**src/rtl/spl_pkg.sv**
```systemverilog
// Package with shared types, constants and the key ordering function for the sorted list.
`default_nettype none
package spl_pkg;

   localparam int CAPACITY  = 64;
   localparam int KEY_WIDTH = 32;
   localparam int CNT_W     = $clog2(CAPACITY + 1);

   typedef enum logic [1:0] {
      OP_QUERY     = 2'd0,
      OP_PUSH      = 2'd1,
      OP_POP_FIRST = 2'd2,
      OP_POP_LAST  = 2'd3
   } opcode_type;

   typedef enum logic [1:0] {
      CELL_HOLD,
      CELL_INSERT,
      CELL_SHIFT_LEFT
   } cell_action_type;

   typedef logic [KEY_WIDTH-1:0] key_type;

   typedef struct packed {
      opcode_type opcode;
      key_type    key_in;
   } req_type;

   typedef struct packed {
      key_type          popped_key;
      logic             success;
      key_type          first_key;
      key_type          last_key;
      logic [CNT_W-1:0] count;
      logic             empty_flag;
   } rsp_type;

   typedef struct packed {
      cell_action_type action;
      key_type         new_key;
      logic [1:0]      order_mode;
   } cell_ctrl_type;

   function automatic logic goes_after(key_type a, key_type b, logic [1:0] mode);
      key_type ta;
      key_type tb;
      ta = a;
      tb = b;
      if (mode[0]) begin
         ta[KEY_WIDTH-1] = ~ta[KEY_WIDTH-1];
         tb[KEY_WIDTH-1] = ~tb[KEY_WIDTH-1];
      end
      if (mode[1]) begin
         return ta < tb;
      end
      return ta > tb;
   endfunction

endpackage
`default_nettype wire

```
**src/rtl/spl_cell.sv**
```systemverilog
// One slot of the sorted list: holds a key, compares it and takes a neighbor's key on a shift.
`default_nettype none
module spl_cell (
   input  wire logic                   clock,
   input  wire spl_pkg::cell_ctrl_type ctrl,
   input  wire spl_pkg::key_type       left_key,
   input  wire spl_pkg::key_type       right_key,
   input  wire logic                   occupied,
   input  wire logic                   at_pos,
   input  wire logic                   after_pos,
   output spl_pkg::key_type            slot_key,
   output logic                        hit
);
   import spl_pkg::*;

   key_type slot_ff;
   key_type slot_in;

   always_comb begin
      hit = !occupied || !goes_after(ctrl.new_key, slot_ff, ctrl.order_mode);
   end

   always_comb begin
      slot_in = slot_ff;
      case (ctrl.action)
         CELL_INSERT: begin
            if (at_pos) begin
               slot_in = ctrl.new_key;
            end else if (after_pos) begin
               slot_in = left_key;
            end
         end
         CELL_SHIFT_LEFT: begin
            slot_in = right_key;
         end
         default: begin
            slot_in = slot_ff;
         end
      endcase
   end

   always_ff @(posedge clock) begin
      slot_ff <= slot_in;
   end

   assign slot_key = slot_ff;

endmodule
`default_nettype wire

```
**config.mk**
```make
export PLATFORM = sky130hd
export DESIGN_NAME = spl_cell
export DESIGN_NICKNAME = d
export VERILOG_FILES = /design/src/rtl/spl_pkg.sv /design/src/rtl/spl_cell.sv
export SDC_FILE = /design/constraint.sdc
export NUM_CORES = 1
export LEC_CHECK = 0
export BUFFER_PORTS_ARGS = -buffer_cell sky130_fd_sc_hd__clkbuf_2
export CAP_MARGIN = 30
export CORE_MARGIN = 2
export CORE_UTILIZATION = 45
export DETAILED_ROUTE_END_ITERATION = 6
export PLACE_DENSITY = 0.8
export SETUP_SLACK_MARGIN = 0.2
export SLEW_MARGIN = 20
export SYNTH_ARGS = -nofsm -noshare
export SYNTH_HDL_FRONTEND = slang
export SYNTH_SLANG_ARGS = --single-unit
```
**constraint.sdc**
```tcl
create_clock -name clock -period 4.1 [get_ports clock]
set_input_delay 0.205 -clock clock [delete_from_list [all_inputs] [get_ports clock]]
set_output_delay 0.205 -clock clock [all_outputs]
set_load 0.02 [all_outputs]
```
======== Yosys cells after proc, flatten, opt, wreduce, memory -nomap -nowiden ========
Index checks and enable logic that the tools add are counted.
operators by class
  reductions and logical operators ........ 5
  muxes and demuxes ....................... 8
  equal/unequal tests ..................... 3
  bitwise gates (word level) .............. 2
  order comparisons ....................... 2
operator list
  kind                number
  $mux 32             2
  $pmux 32 s2         1
  $gt 32x32->1        1
  $lt 32x32->1        1
  $mux 1              5
  $ne 3x3->1 const B  1
  $eq 2x1->1 const B  1
  $eq 2x2->1 const B  1
  $logic_not 1->1     2
  $not 1->1           2
  $reduce_and 2->1    1
  $reduce_bool 2->1   1
  $logic_or 1x1->1    1
storage, ports and cells
  word-level logic and storage cells ...... 21
  input bits .............................. 104
  bits in registers ....................... 32
  output and inout bits ................... 33

======== Depth between registers and ports, before layout ========
  depth after elaboration ................. 7
  mapped depth ............................ 8
  mapped depth without buffers ............ 8

======== Least setup slack after synthesis ========
No wires, ideal clock.
  path kind ............................... input-to-reg
  start point ............................. input ctrl[35] (netlist name)
  end point ............................... register slot_ff[0] (netlist: slot_key[0]), enable pin
  stages on the path ...................... 2
  path buffers ............................ 0
  setup time .............................. 466 ps
  required time ........................... 3634 ps
  setup slack ............................. 1088 ps
  arrival time ............................ 2547 ps
  cell sequence ........................... inv_1 -> o21ai_0
on the way
  cells in the longest elaborated chain, start to end .. 3
  elaborated cells between the ends (all ways) .. 5
  those cells by class .................... eq/ne: 3; reduce/logical: 2
RTL lines
  element                                                    line            text
  start, declared                                            spl_cell.sv:5   input wire spl_pkg::cell_ctrl_type ctrl,
  $eq 2x1->1 or $eq 2x2->1 (tied branches)                   spl_cell.sv:25  case (ctrl.action)
  $ne 3x3->1 (no line) or $reduce_bool 2->1 (tied branches)  -
  $reduce_and 2->1 (no line) *                               -
  end signal, assigned                                       spl_cell.sv:43  slot_ff <= slot_in;
  end, declared                                              spl_cell.sv:16  key_type slot_ff;
Mark *: on every way between the ends. The rest lies on a longest branch, timed or not.
A chain may end at the register's enable or synchronous reset.

======== Worst setup path after layout ========
  start point ............................. register slot_ff[14] (netlist: slot_key[14])
  end point ............................... output hit
on the way
  cells in the longest elaborated chain, start to end .. 5
  elaborated cells between the ends (all ways) .. 6
  those cells by class .................... order compare: 2; mux: 2; reduce/logical: 2
RTL lines
  element             line            text
  $lt 32x32->1        spl_pkg.sv:54   return ta < tb;
  $mux 1              spl_pkg.sv:53   if (mode[1]) begin
  $mux 1 *            spl_pkg.sv:56   return ta > tb;
  $logic_not 1->1 *   spl_cell.sv:20  hit = !occupied || !goes_after(ctrl.new_key, slot_ff, ctrl.order_mode);
  $logic_or 1x1->1 *  spl_cell.sv:20
  end, declared       spl_cell.sv:12  output logic hit
Mark *: on every way between the ends. The rest lies on a longest branch, timed or not. The select of a mux whose other input is x is not followed.

==> results.py <==
metrics = {
    "status": {
        "status": "finished clean",
    },
    "die": {
        "std_cell_rows": 27,
        "die_y_um": 78.4,
        "dieArea_um2": 6150,
        "pin_count": 137,
        "die-width_um": 78.4,
        "coreArea_um2": 5440,
        "initial_core_util": 0.458,
    },
    "grt": {
        "grt_pass1_wl_mm": 9.83,
        "grt_pass1_vias": 2286,
        "grtUsageTotal": 0.200,
        "antenna_found_initial": 0,
        "grt_start_max_net_pins": 37,
        "gr-total-overflow": 0,
    },
    "clocking": {
        "ctsResizeCount": 0,
        "clk_path_buf_depth": 2,
        "hold_buffers": 0,
        "post_cts_buffers": 0,
        "root_buffer": "clkbuf_8",
        "clkSinkCount": 32,
        "htreeDepth": 2,
        "cts.clk_slew.worst_paths_ps": 80,
        "numCtsBuffers": 5,
        "cts_tree": "built",
    },
    "detailed_routing": {
        "ant_nets": 0,
        "drt_pass1_iterations": 4,
        "vias": 2365,
        "routed_wl_mm": 5.98,
        "drtIter0Drc": 51,
        "vias_per_cell": 5.02,
        "drcViolationCount": 0,
        "drt-wirelength-per-cell_um": 12.7,
    },
    "logic_synthesis": {
        "synth.distinct_cells": 30,
        "yosysMostFrequentCell": "nand2_1",
        "synthArstFlopShare": 0,
        "synth.avg_cell_area_um2": 9.52,
        "ys_ff_latch": 32,
        "synthTopCellsByCount": "nand2_1 (37), inv_1 (34), o21ai_0 (34), mux2i_1 (33), edfxtp_1 (32)",
        "synth_warnings": 0,
        "syn-cell-area_um2": 2490,
        "synth_nets": 397,
        "synthFlopType": "edfxtp_1",
        "ys_seq_area_frac": 0.385,
        "yosysTopAreaCellShare": 0.385,
        "synthTopCellsByArea": "edfxtp_1 (39%), ha_1 (16%), mux2i_1 (13%), o21ai_0 (6.8%), nand2_1 (5.6%)",
        "yosysTopAreaCell": "edfxtp_1",
        "synth-edff-count": 32,
        "syn-instance-count": 262,
    },
    "sta": {
        "slew_viol_final": 0,
        "rsz0062_at_grt": "false",
        "slew_headroom": 0.590,
        "hold_ws_ps": 193,
        "timing.fmax_mhz": 388,
        "hold_violations": 0,
        "setup_viol": 0,
        "final.period_utilization": 0.628,
        "tightest_slew_ps": 614,
        "tns_ps": 0,
        "period_needed_ps": 2580,
    },
    "flow_run": {
        "max-cap-violations": 0,
    },
    "critical_path": {
        "critPathMaxFanout": 3,
        "crit_required_ps": 3890,
        "slowest_delay_ps": 400,
        "cp_cell_sequence": "inv_1 > ha_1 > a21oi_1 > nand2_1 > a221o_1 > nor3_1 > o211a_1 > mux2i_1 > clkbuf_2",
        "critical_path_class": "reg -> out",
        "slowest_stage": "edfxtp_1",
        "cp-end-kind": "output port",
        "arrival_ps": 2370,
        "start_kind": "register",
    },
    "placed_design": {
        "place_hpwl_mm": 4.97,
        "dpl_cell_area_um2": 3280,
        "io_buffers": 136,
        "place_congestion": 0.833,
    },
    "pwr": {
        "p_leak_nw": 1.78,
        "ir_drop_mv": 0.225,
        "total_power_mw": 1.08,
        "power_density_nw_per_um2": 317,
    },
    "final_layout": {
        "area_growth_pct": 37.0,
        "drive_above_1_share": 0.381,
        "nets": 533,
        "fin_area_um2": 3420,
        "antenna_cells": 0,
        "largest_register_ffs": 32,
    },
    "worst_hold_path": {
        "hp-class": "in -> reg",
    },
}
report_power, final:
part	switching, mW	internal, mW	total, mW
sequential	0.0206	0.410	0.431
clock	0.124	0.180	0.304
combinational	0.199	0.148	0.347
total	0.344	0.738	1.08
final timing paths:
check     startpoint           end  slack (ps)  cells past startpoint
min    right_key[12]  slot_key[12]         190                      3
max     slot_key[14]           hit        1520                      9
metal layers:
metal | vias to the layer above | wire, um | GRT usage
met5 | - | 0 | 0
met4 | 0 | 141 | 0.0842
li1 | 1215 | - | -
met2 | 89 | 2960 | 0.349
met1 | 1046 | 2560 | 0.244
met3 | 15 | 316 | 0.0333
metrics by stage:
stage / utilization / worst slack (ps) / std cells
global placement: 0.597 / 1860 / 461
floorplan: - / 1090 / 262
global route: 0.628 / 1350 / 471
finish: 0.628 / 1520 / 471
CTS: 0.623 / 1480 / 470
detailed placement: 0.602 / 1810 / 462
critical path: cells and delay by family, from the launching register on:
| kind | cells | cell delay [ps] |
|---|---|---|
| AO/OA/AOI/OAI | 3 | 680 |
| adder cells (fa/ha/maj) | 1 | 250 |
| buffers and inverters | 2 | 270 |
| flip-flops | 1 | 400 |
| multiplexers | 1 | 190 |
| AND/OR/NAND/NOR | 2 | 290 |
area by class of cell:
cell class                 count  area, um2
timing repair buffer         139        743
fill                         459       2020
tap                           72       90.1
clock buffer                   5       68.8
inverter                      34        128
multi-input combinational    186       1380
clock inverter                 3       42.5
sequential                    32        961
cell families (layout without fill, tap and decap cells):
family                     after synthesis  in the layout  synth area share
buffers and inverters                   44            181            0.0677
muxes                                   33             33             0.132
AOI/OAI and AO/OA                       60             60             0.137
DFF                                     32             32             0.385
adders and majority gates               31             31             0.156
and+or+nand+nor                         61             61             0.118
xor gates and xnor gates                 1              1           0.00351
layout by cell type (no fill, tap or decap), types with 2 or more instances in the layout:
cell	Yosys	final
o31ai_1	2	2
nand3_1	7	7
mux2i_1	33	33
nand4_1	5	5
o211ai_1	2	2
o21ai_1	2	2
clkbuf_2	0	136
ha_1	31	31
a21oi_1	12	12
nor2_1	4	3
inv_1	34	34
nand2_1	37	37
buf_16	0	2
edfxtp_1	32	32
clkbuf_8	0	5
o21ai_0	34	33
o211a_1	3	3
No activity file was read; power rests on OpenSTA's default activity.
